===== src/sv/i2a_pkg.sv =====
// Shared types, constants and helpers for the integer to ASCII radix converter.
package i2a_pkg;

  // Field widths and derived counter widths.
  localparam int VALUE_BITS = 32;
  localparam int CNT_W      = $clog2(VALUE_BITS);
  localparam int IDX_W      = $clog2(VALUE_BITS);
  localparam int NDIG_W     = $clog2(VALUE_BITS + 1);
  localparam int RADIX_W    = 6;
  localparam int CAP_W      = 8;
  localparam int CHAR_W     = 8;

  // Radix limits and character codes.
  localparam logic [RADIX_W-1:0] RADIX_MIN  = 6'd2;
  localparam logic [RADIX_W-1:0] RADIX_MAX  = 6'd36;
  localparam logic [RADIX_W-1:0] DEC_DIGITS = 6'd10;
  localparam logic [CHAR_W-1:0]  CHAR_MINUS = 8'h2D;
  localparam logic [CHAR_W-1:0]  CHAR_NUL   = 8'h00;
  localparam logic [CHAR_W-1:0]  CHAR_ZERO  = 8'h30;
  localparam logic [CHAR_W-1:0]  CHAR_A     = 8'h41;

  // Kind of output word the controller asks for.
  typedef enum logic [2:0] {
    EMIT_NONE,
    EMIT_ERROR,
    EMIT_MINUS,
    EMIT_DIGIT,
    EMIT_TERM
  } emit_t;

  // Commands from the controller to the datapath.
  typedef struct packed {
    logic  load;
    logic  div_step;
    logic  push;
    emit_t emit;
  } i2a_cmd_t;

  // Status from the datapath to the controller.
  typedef struct packed {
    logic quot_zero;
    logic stack_full;
    logic too_big;
    logic negative;
    logic one_left;
  } i2a_sts_t;

  // Map a digit value 0..35 onto its ASCII character.
  function automatic logic [CHAR_W-1:0] digit_char(input logic [RADIX_W-1:0] d);
    logic [CHAR_W-1:0] dx;
    dx = CHAR_W'(d);
    if (d < DEC_DIGITS) begin
      return CHAR_ZERO + dx;
    end
    return CHAR_A + dx - CHAR_W'(DEC_DIGITS);
  endfunction

endpackage


===== src/sv/i2a_datapath.sv =====
// Datapath: magnitude divider, digit stack, length check and output word register.
module i2a_datapath (
  input  logic                          clk,
  input  logic                          rst,
  input  i2a_pkg::i2a_cmd_t             cmd,
  output i2a_pkg::i2a_sts_t             sts,
  input  logic [i2a_pkg::VALUE_BITS-1:0] value,
  input  logic [i2a_pkg::RADIX_W-1:0]    radix,
  input  logic [i2a_pkg::CAP_W-1:0]      capacity,
  output logic                          strobe,
  output logic [i2a_pkg::CHAR_W-1:0]     char_code,
  output logic                          status,
  output logic                          last
);
  import i2a_pkg::*;

  logic [VALUE_BITS-1:0] mag;
  logic [VALUE_BITS-1:0] mag_next;
  logic [RADIX_W-1:0]    rem;
  logic [RADIX_W-1:0]    rem_next;
  logic [RADIX_W:0]      trial;
  logic                  ge;
  logic [RADIX_W-1:0]    radix_r;
  logic [RADIX_W-1:0]    radix_sat;
  logic [CAP_W-1:0]      cap_r;
  logic                  neg;
  logic [NDIG_W-1:0]     ndig;
  logic [NDIG_W-1:0]     ndig_dec;
  logic [CAP_W-1:0]      count;
  logic [VALUE_BITS-1:0] value_abs;
  logic [RADIX_W-1:0]    stack [VALUE_BITS];

  // Saturate the radix and take the magnitude as an unsigned number.
  always_comb begin
    if (radix < RADIX_MIN) begin
      radix_sat = RADIX_MIN;
    end else if (radix > RADIX_MAX) begin
      radix_sat = RADIX_MAX;
    end else begin
      radix_sat = radix;
    end
    value_abs = value[VALUE_BITS-1] ? (~value + 1'b1) : value;
  end

  // One restoring division step: shift in the next magnitude bit.
  always_comb begin
    trial    = {rem, mag[VALUE_BITS-1]};
    ge       = (trial >= {1'b0, radix_r});
    rem_next = ge ? RADIX_W'(trial - {1'b0, radix_r}) : trial[RADIX_W-1:0];
    mag_next = {mag[VALUE_BITS-2:0], ge};
  end

  // Status toward the controller.
  always_comb begin
    ndig_dec       = ndig - 1'b1;
    count          = CAP_W'(ndig) + CAP_W'(1) + CAP_W'(neg);
    sts.quot_zero  = (mag_next == '0);
    sts.stack_full = (ndig == NDIG_W'(VALUE_BITS - 1));
    sts.too_big    = (count > cap_r);
    sts.negative   = neg;
    sts.one_left   = (ndig == NDIG_W'(1));
  end

  // Operand registers, divider state and digit count.
  always_ff @(posedge clk) begin
    if (cmd.load) begin
      mag     <= value_abs;
      rem     <= '0;
      ndig    <= '0;
      neg     <= value[VALUE_BITS-1];
      radix_r <= radix_sat;
      cap_r   <= capacity;
    end else if (cmd.div_step) begin
      mag <= mag_next;
      if (cmd.push) begin
        rem                      <= '0;
        stack[ndig[IDX_W-1:0]]   <= rem_next;
        ndig                     <= ndig + 1'b1;
      end else begin
        rem <= rem_next;
      end
    end else if (cmd.emit == EMIT_DIGIT) begin
      ndig <= ndig_dec;
    end
  end

  // Output word register; the stack is read here, top first.
  always_ff @(posedge clk) begin
    if (rst) begin
      strobe <= 1'b0;
    end else begin
      strobe <= (cmd.emit != EMIT_NONE);
    end
    unique case (cmd.emit)
      EMIT_ERROR: begin
        char_code <= CHAR_NUL;
        status    <= 1'b1;
        last      <= 1'b1;
      end
      EMIT_MINUS: begin
        char_code <= CHAR_MINUS;
        status    <= 1'b0;
        last      <= 1'b0;
      end
      EMIT_DIGIT: begin
        char_code <= digit_char(stack[ndig_dec[IDX_W-1:0]]);
        status    <= 1'b0;
        last      <= 1'b0;
      end
      EMIT_TERM: begin
        char_code <= CHAR_NUL;
        status    <= 1'b0;
        last      <= 1'b1;
      end
      default: begin
        char_code <= CHAR_NUL;
        status    <= 1'b0;
        last      <= 1'b0;
      end
    endcase
  end

endmodule


===== src/sv/i2a_ctrl.sv =====
// Controller: sequences division, length check and character output.
module i2a_ctrl (
  input  logic              clk,
  input  logic              rst,
  input  logic              start,
  output logic              busy,
  output i2a_pkg::i2a_cmd_t cmd,
  input  i2a_pkg::i2a_sts_t sts
);
  import i2a_pkg::*;

  typedef enum logic [2:0] {
    S_IDLE,
    S_DIV,
    S_CHECK,
    S_DIGITS,
    S_TERM
  } state_t;

  state_t           state;
  state_t           state_next;
  logic [CNT_W-1:0] bit_cnt;
  logic [CNT_W-1:0] bit_cnt_next;
  logic             last_bit;

  // Next state and commands.
  always_comb begin
    state_next   = state;
    bit_cnt_next = bit_cnt;
    last_bit     = (bit_cnt == CNT_W'(VALUE_BITS - 1));
    cmd.load     = 1'b0;
    cmd.div_step = 1'b0;
    cmd.push     = 1'b0;
    cmd.emit     = EMIT_NONE;
    unique case (state)
      S_IDLE: begin
        if (start) begin
          cmd.load     = 1'b1;
          bit_cnt_next = '0;
          state_next   = S_DIV;
        end
      end
      S_DIV: begin
        cmd.div_step = 1'b1;
        bit_cnt_next = bit_cnt + 1'b1;
        if (last_bit) begin
          cmd.push     = 1'b1;
          bit_cnt_next = '0;
          if (sts.quot_zero || sts.stack_full) begin
            state_next = S_CHECK;
          end
        end
      end
      S_CHECK: begin
        if (sts.too_big) begin
          cmd.emit   = EMIT_ERROR;
          state_next = S_IDLE;
        end else begin
          if (sts.negative) begin
            cmd.emit = EMIT_MINUS;
          end
          state_next = S_DIGITS;
        end
      end
      S_DIGITS: begin
        cmd.emit = EMIT_DIGIT;
        if (sts.one_left) begin
          state_next = S_TERM;
        end
      end
      S_TERM: begin
        cmd.emit   = EMIT_TERM;
        state_next = S_IDLE;
      end
      default: begin
        state_next = S_IDLE;
      end
    endcase
    busy = (state != S_IDLE);
  end

  // State and bit counter.
  always_ff @(posedge clk) begin
    if (rst) begin
      state   <= S_IDLE;
      bit_cnt <= '0;
    end else begin
      state   <= state_next;
      bit_cnt <= bit_cnt_next;
    end
  end

endmodule


===== src/sv/int_to_ascii_radix_top.sv =====
// Integer to ASCII radix converter: top level joining controller and datapath.
// Each digit comes from the bit-serial restoring divider, which steps through all VALUE_BITS (32)
// magnitude bits; a check state then tests the length and issues the sign or error word, then
// one word per cycle follows. Synchronous active-high reset returns to idle with no word pending;
// results cannot stall, and a new start is taken only while idle.
module int_to_ascii_radix_top (
  input  logic                          clk,
  input  logic                          rst,
  input  logic                          start,
  output logic                          busy,
  input  logic [i2a_pkg::VALUE_BITS-1:0] value,
  input  logic [i2a_pkg::RADIX_W-1:0]    radix,
  input  logic [i2a_pkg::CAP_W-1:0]      capacity,
  output logic                          strobe,
  output logic [i2a_pkg::CHAR_W-1:0]     char_code,
  output logic                          status,
  output logic                          last
);
  import i2a_pkg::*;

  i2a_cmd_t cmd;
  i2a_sts_t sts;

  // Sequencer.
  i2a_ctrl u_ctrl (
    .clk   (clk),
    .rst   (rst),
    .start (start),
    .busy  (busy),
    .cmd   (cmd),
    .sts   (sts)
  );

  // Arithmetic, digit storage and output word.
  i2a_datapath u_dp (
    .clk       (clk),
    .rst       (rst),
    .cmd       (cmd),
    .sts       (sts),
    .value     (value),
    .radix     (radix),
    .capacity  (capacity),
    .strobe    (strobe),
    .char_code (char_code),
    .status    (status),
    .last      (last)
  );

  // A word only comes out of a conversion in progress.
  a_strobe_busy: assert property (@(posedge clk) disable iff (rst)
    strobe |-> $past(busy))
    else $error("word issued while idle");

  // An error word is always the only and final word.
  a_err_last: assert property (@(posedge clk) disable iff (rst)
    (strobe && status) |-> last)
    else $error("error word without last");

  // The final word is never followed directly by another word.
  a_last_gap: assert property (@(posedge clk) disable iff (rst)
    (strobe && last) |=> !strobe)
    else $error("word right after final word");

  // Work starts only on an accepted command.
  a_busy_start: assert property (@(posedge clk) disable iff (rst)
    $rose(busy) |-> $past(start))
    else $error("busy without start");

endmodule

===== config.mk =====
export PLATFORM = sky130hd
export DESIGN_NAME = int_to_ascii_radix_top
export DESIGN_NICKNAME = d
export VERILOG_FILES = /design/src/sv/i2a_pkg.sv /design/src/sv/i2a_datapath.sv /design/src/sv/i2a_ctrl.sv /design/src/sv/int_to_ascii_radix_top.sv
export SDC_FILE = /design/constraint.sdc
export NUM_CORES = 1
export LEC_CHECK = 0
export ABC_CLOCK_PERIOD_IN_PS = 4500
export BUFFER_PORTS_ARGS = -buffer_cell sky130_fd_sc_hd__buf_2
export CAP_MARGIN = 20
export CORE_MARGIN = 4
export CORE_UTILIZATION = 61
export DETAILED_ROUTE_END_ITERATION = 12
export HOLD_SLACK_MARGIN = 0.03
export PLACE_DENSITY = 0.79
export SLEW_MARGIN = 20
export SYNTH_ARGS = -nofsm -noshare
export SYNTH_HDL_FRONTEND = slang
export SYNTH_SLANG_ARGS = --single-unit

===== constraint.sdc =====
create_clock -name clk -period 4.5 [get_ports clk]
set_input_delay 0.225 -clock clk [delete_from_list [all_inputs] [get_ports clk]]
set_output_delay 0.225 -clock clk [all_outputs]
set_load 0.02 [all_outputs]

==> metrics.md, run 1 <==
| Metric | Value |
|---|---|
| Via count | `7864` |
| Die ar. | `22700 um2` |
| DP HPWL | `17200 um` |
| CP delay by family, top | `adder cells` |
| 1st-pass router iterations | `5` |
| Seq/Total Area, Yosys | `0.626` |
| Antenna fix cells | `0` |
| Endpoints failing setup | `0` |
| RSZ-0062 raised after global routing | `no` |
| Cell depth of the worst flop-to-flop path | `12` |
| First-pass GRT wire length | `41800 um` |
| Compound-gate portion of the synthesized area | `0.0799` |
| Synth warn | `0` |
| Fmax | `244 MHz` |
| CTS Buffer Depth | `3` |
| Reg clk slew, reported paths | `0.06 ns` |
| Post-Synth Adder-Cell Area | `0.0288` |
| Worst Path Max Fanout | `11` |
| Fin. Hold Viols | `0` |
| Worst Setup Start Kind | `flop` |
| Dominant synthesized flop cell | `edfxtp_1` |
| Starting DRT DRC Count | `801` |
| Initial antenna violation count | `1` |
| Crit. End Element | `flop` |
| CTS tree | `yes` |
| Critical Path Stages | `12` |
| Data required, critical path | `4.91 ns` |
| Hold Path Class | `in -> reg` |
| Ys async rst share | `0` |
| Inserted Clock Buffers | `26` |
| Nets | `1070` |
| CTS root buffer | `clkbuf_16` |
| Area of the multi-input gates | `4360 um2` |
| Worst r2r src | `u_dp.ndig[0]` |
| Total GRT Usage | `0.240` |
| Fillers | `1316` |
| Most frequent cells in the layout | `edfxtp_1 (239), nand2_1 (96), nor2_1 (69)` |
| Yosys top cell area share | `0.577` |
| Setup Total Neg Slack | `0 ns` |
| Area leader, netlist | `edfxtp_1` |
| Fraction of layout cells with a size suffix above 1 | `0.180` |
| I/O Buffers | `59` |
| Starting Density | `0.629` |
| Syn_area_per_cell | `13.5 um2` |
| Vias in the first global route | `7550` |
| WL final | `26500 um` |
| Power Density | `707 nW/um2` |
| R2R Setup Slk | `0.40 ns` |
| Period utilization | `0.912` |
| Slowest stage cell, crit path | `ha_1` |
| Worst hold endpoint | `u_dp.mag[0]` |
| Slew HR | `0.276` |
| Synthesized area | `12400 um2` |
| Synthesized instance count | `924` |
| Max H-tree Level | `1` |
| Area grow syn2layout | `13.0%` |
| Vias per cell | `6.15` |
| Routability congestion estimate | `0.837` |
| Min-Delay Path Depth | `3` |
| Ports | `61` |
| Least-Margin Pin Slew | `1.09 ns` |
| Antenna Violating Nets Remaining | `0` |
| Skew-Pair Late Insertion Delay | `0.54 ns` |
| Status | `completed` |
| Sequential Area | `7780 um2` |
| Peak VDD IR | `0.000443 V` |
| CP most frequent cell | `ha_1` |
| Clock skew | `0.0120 ns` |
| Global route overflow | `0` |
| Xor and xnor fraction of the mapped netlist area | `0.0344` |
| Fin cells | `1278` |
| Most common cell after layout, fill and taps aside | `edfxtp_1` |
| Critical-path cell list | `inv_2 -> ha_1 -> xor2_4 -> mux4_2 -> mux2_2 -> a22oi_1 -> and3_1 -> ha_1 -> inv_1 -> o21ai_0 -> xor2_1 -> nor2_1` |
| Min-Delay Startpoint | `value[0]` |
| Simple-Gate Fraction of Synth Area | `0.108` |
| Final Slew Violations | `0` |
| Max Cap Viol | `0` |
| Flops & latches, synth | `269` |
| Buf+Inv Stages, Crit Path | `2` |
| WL/cell | `20.7 um` |
| Clk sinks | `269` |
| Min Tclk post-route | `4.10 ns` |
| DRC Markers | `0` |
| Die Ht | `151 um` |
| Final core occ | `0.710` |
| Yosys cell types | `69` |
| Mux cell area share after synthesis | `0.0962` |
| Largest family of logic cells by synthesized area | `simple AND/OR/NAND/NOR gates` |
| Post-synth EDFFs | `239` |
| Critical path class | `reg -> reg` |
| Die Span X | `151 um` |
| Core area | `19800 um2` |
| P_leak | `5.06 nW` |
| Rows | `51` |
| Crit path largest cell delay | `0.60 ns` |
| Largest net degree at the start of global routing | `68` |
| Synth area leaders | `edfxtp_1 (58%), mux4_2 (6.2%), dfxtp_1 (4.8%), nand2_1 (2.9%), mux2i_1 (2.7%)` |
| Arrival @ worst endpoint | `4.52 ns` |
| Placed cell count | `1214` |
| Worst flop-to-flop path endpoint | `u_dp.char_code[4]` |
## cells in the mapped netlist, drive strengths merged (2+ instances only)
cell and number:
nor4 10, mux4 34, nand2 97, dfxtp 30, nor2 69, and4 2, a32oi 3, o211ai 3
nand3b 4, xnor2 14, clkbuf 27, nand4 9, nor3b 3, inv 26, xor2 34, mux2 8
a22o 12, o31ai 9, nor3 8, nor2b 7, nand3 24, edfxtp 239, a31oi 4, a22oi 4
o41ai 6, and3 3, o22ai 4, or4 9, ha 27, a311oi 2, o211a 4, o21ai 67
o21a 2, a21o 2, or2 5, or3b 4, a21oi 19, nand2b 7, a211oi 3, mux2i 34
or3 7, buf 22
## power breakdown
part           total [mW]  internal [mW]  switching (mW)
clock                2.23           1.31           0.916
combinational        4.04           1.51            2.53
sequential           3.66           3.47           0.190
total                9.93           6.29            3.64
## worst min-delay path, cell delays in order
cell and delay, ns:
buf_2 0.10, nor2_1 0.04, a21oi_1 0.10
## what timing repair did
| item | 4_1_cts | 5_1_grt |
|---|---|---|
| endpoints found under the hold margin | 22 | 0 |
| setup endpoints to repair | 0 | 5 |
| buffers inserted | 0 | 0 |
| resized for setup | 0 | 1 |
| hold buffers | 16 | 0 |
## kinds of logic after synthesis
kind of cell / after synthesis
flip-flops: 269
AND/OR/NAND/NOR: 273
other: 1
XOR/XNOR: 48
adder cells (fa/ha/maj): 28
multiplexers: 76
buffers and inverters: 76
AO/OA/AOI/OAI: 153
## cell type report
type,count,area share
repair buffers,89,0.0420
well taps,265,0.0236
inverters,27,0.00722
flip-flops and latches,269,0.554
multi-input cells,580,0.310
clock inverters,17,0.0144
clock buffers,31,0.0484
## flip-flops by register name, indices dropped and copies added, names as in the netlist, 3 cells and up
name	cells
u_dp.cap_r	8
u_ctrl.bit_cnt	5
u_dp.radix_r	6
u_dp.char_code	7
u_dp.ndig	6
u_dp.rem	6
u_dp.stack	192
u_dp.mag	32
u_ctrl.state	3
## per-layer routing
metal,up-vias,GRT usage,share of wire,wire (um)
met5,-,0,0.00068,18
met4,2,0.0562,0.024,629
met3,58,0.0406,0.074,1960
met2,314,0.386,0.48,12700
met1,3855,0.348,0.42,11200
li1,3635,-,-,-
## worst max path at each step
stage | slack [ns] | from | end
global route | 0.06 | u_dp.ndig[0] | u_dp.char_code[2]
detailed placement | 0.38 | u_dp.ndig[0] | u_dp.char_code[0]
floorplan | 0.42 | u_dp.ndig[1] | u_ctrl.state[0]
CTS | 0.33 | u_dp.ndig[0] | u_dp.char_code[3]
finish | 0.40 | u_dp.ndig[0] | u_dp.char_code[4]
global placement | 0.42 | u_dp.ndig[0] | u_dp.char_code[2]
## stage by stage
stage | power, mW | setup WS [ns] | hold WS [ns] | instance area (um2)
2_1_floorplan | 6.52 | 0.415 | 0.324 | 12400
3_3_place_gp | 7.55 | 0.418 | 0.401 | 13000
3_5_place_dp | 7.68 | 0.376 | 0.403 | 13000
4_1_cts | 9.94 | 0.327 | 0.0308 | 14000
5_1_grt | 10.5 | 0.0575 | 0.0537 | 14000
6_report | 9.93 | 0.398 | 0.0513 | 14000
(Power assumes the default switching activity.)
==> run 2, diff against run 1 <==
ABC_CLOCK_PERIOD_IN_PS = 3800   (was 4500)
clock period = 3.8 ns   (was 4.5 ns; I/O delays follow)
==> run 2 against run 1 <==
Against the previous run:
- total power grew 21%
- combinational power is 22% higher
- clock power up 24%
- largest cell class unchanged
- highest routed layer is now met4
==> metrics.md, run 2 (synthesis results as in run 1) <==
| Metric | Value |
|---|---|
| Worst Path Max Fanout | `11` |
| Initial antenna violation count | `0` |
| Worst hold slack | `0.0491 ns` |
| Area grow syn2layout | `14.5%` |
| Design area | `14200 um2` |
| Max Cap Viol | `0` |
| Critical path class | `reg -> reg` |
| Proportion of power drawn by flip-flops and latches | `0.362` |
| Logic gate share of total power | `0.408` |
| Power Internal | `7.67 mW` |
| Most common cell after layout, fill and taps aside | `edfxtp_1` |
| Max H-tree Level | `1` |
| P_leak | `5.15 nW` |
| Cell depth of the worst flop-to-flop path | `13` |
| Clk sinks | `269` |
| Die Span X | `151 um` |
| Power Density | `845 nW/um2` |
| WL final | `27500 um` |
| Min-Delay Startpoint | `value[24]` |
| Max reg flops | `192` |
| Vias per cell | `6.14` |
| Sequential Area | `7780 um2` |
| Least-Margin Pin Slew | `0.760 ns` |
| Die Ht | `151 um` |
| Data required, critical path | `4.21 ns` |
| Hold Path Class | `in -> reg` |
| Final Slew Violations | `0` |
| Starting Density | `0.629` |
| Routability congestion estimate | `0.883` |
| Arrival @ worst endpoint | `3.93 ns` |
| Placed cell count | `1225` |
| Clock skew | `0.0114 ns` |
| Period utilization | `0.927` |
| Worst flop-to-flop path endpoint | `u_dp.char_code[4]` |
| Min-Delay Path Depth | `3` |
| Antenna Violating Nets Remaining | `0` |
| Worst r2r src | `u_dp.ndig[0]` |
| DP HPWL | `17300 um` |
| Area of the multi-input gates | `4380 um2` |
| CTS tree | `yes` |
| Antenna fix cells | `0` |
| Peak VDD IR | `0.000620 V` |
| Most frequent cells in the layout | `edfxtp_1 (239), nand2_1 (96), nor2_1 (69)` |
| Fin cells | `1296` |
| WL/cell | `21.2 um` |
| Global route overflow | `0` |
| Inserted Clock Buffers | `27` |
| Reg clk slew, reported paths | `0.07 ns` |
| Clock share of power | `0.230` |
| CTS Buffer Depth | `3` |
| Endpoints failing setup | `0` |
| Die ar. | `22700 um2` |
| Skew-Pair Late Insertion Delay | `0.53 ns` |
| Nets | `1088` |
| Rows | `51` |
| Worst hold endpoint | `u_dp.mag[24]` |
| Total GRT Usage | `0.246` |
| Min Tclk post-route | `3.52 ns` |
| I/O Buffers | `59` |
| DRC Markers | `0` |
| Crit. End Element | `flop` |
| First-pass GRT wire length | `43000 um` |
| Ports | `61` |
| Status | `completed` |
| Fraction of layout cells with a size suffix above 1 | `0.195` |
| Slew HR | `0.493` |
| Placed cell area | `13100 um2` |
| Starting DRT DRC Count | `795` |
| Fmax | `284 MHz` |
| Switching power total | `4.36 mW` |
| Worst Setup Start Kind | `flop` |
| Largest net degree at the start of global routing | `68` |
| Via count | `7956` |
| Fin. Hold Viols | `0` |
| 1st-pass router iterations | `5` |
| CTS root buffer | `clkbuf_16` |
| Sw frac | `0.363` |
| Core area | `19800 um2` |
| Vias in the first global route | `7852` |
| Fillers | `1270` |
| R2R Setup Slk | `0.28 ns` |
[run 2: worst max-delay path, stage by stage (launching register included)]
cell      delay, ns
dfxtp_4        0.41
inv_2          0.11
ha_1           0.28
buf_4          0.24
or3b_2         0.46
a311oi_1       0.47
or2_2          0.25
nand3_1        0.11
nand4_1        0.22
ha_1           0.35
inv_1          0.08
o21ai_0        0.21
xor2_1         0.16
nor2_1         0.05
[run 2: layout make-up]
cell class | instances | share of cell area
Sequential cell | 269 | 0.546
Multi-Input combinational cell | 580 | 0.307
Timing Repair Buffer | 106 | 0.0506
Clock buffer | 30 | 0.0482
Tap cell | 265 | 0.0233
Clock inverter | 19 | 0.0170
Inverter | 27 | 0.00712
[run 2: worst max-delay path by stage]
stage	start	to	slack, ns	depth (start not counted)
2_1_floorplan	u_dp.ndig[0]	u_ctrl.state[1]	0.02	21
6_report	u_dp.ndig[0]	u_dp.char_code[4]	0.28	13
3_3_place_gp	u_dp.ndig[0]	u_dp.char_code[4]	0.23	12
4_1_cts	u_dp.ndig[0]	u_dp.char_code[4]	0.11	12
3_5_place_dp	u_dp.ndig[0]	u_dp.char_code[4]	0.14	12
5_1_grt	u_dp.ndig[1]	u_dp.char_code[0]	-0.03	17
[run 2: power by group through the flow]
stage | combinational (mW) | clock (mW) | sequential (mW)
after floorplan | 3.41 | 0 | 4.33
final | 4.91 | 2.77 | 4.36
after global placement | 4.61 | 0 | 4.39
after global routing | 5.35 | 2.94 | 4.40
after detailed placement | 4.72 | 0 | 4.40
after CTS | 4.78 | 2.79 | 4.35
[run 2: repair_timing]
action | in CTS | in global routing
hold buffers | 19 | 0
setup buffers | 0 | 3
endpoints found under the setup margin | 0 | 7
hold endpoints to repair | 24 | 0
gates resized for setup | 0 | 2
[run 2: metrics by stage]
stage / setup TNS (ns) / power (mW) / worst slack, ns / util
4_1_cts: 0 / 11.9 / 0.114 / 0.717
3_5_place_dp: 0 / 9.13 / 0.136 / 0.661
6_report: 0 / 12.0 / 0.276 / 0.720
5_1_grt: -0.0250 / 12.7 / -0.0250 / 0.720
3_3_place_gp: 0 / 9.00 / 0.233 / 0.661
2_1_floorplan: 0 / 7.74 / 0.0225 / -
[run 2: routing by layer]
metal  vias to the layer above  routed length [um]  global-route usage
li1                       3669                   -                   -
met1                      3885               11100               0.339
met2                       352               13300               0.396
met3                        50                2440              0.0587
met4                         0                 581              0.0680
met5                         -                   0                   0
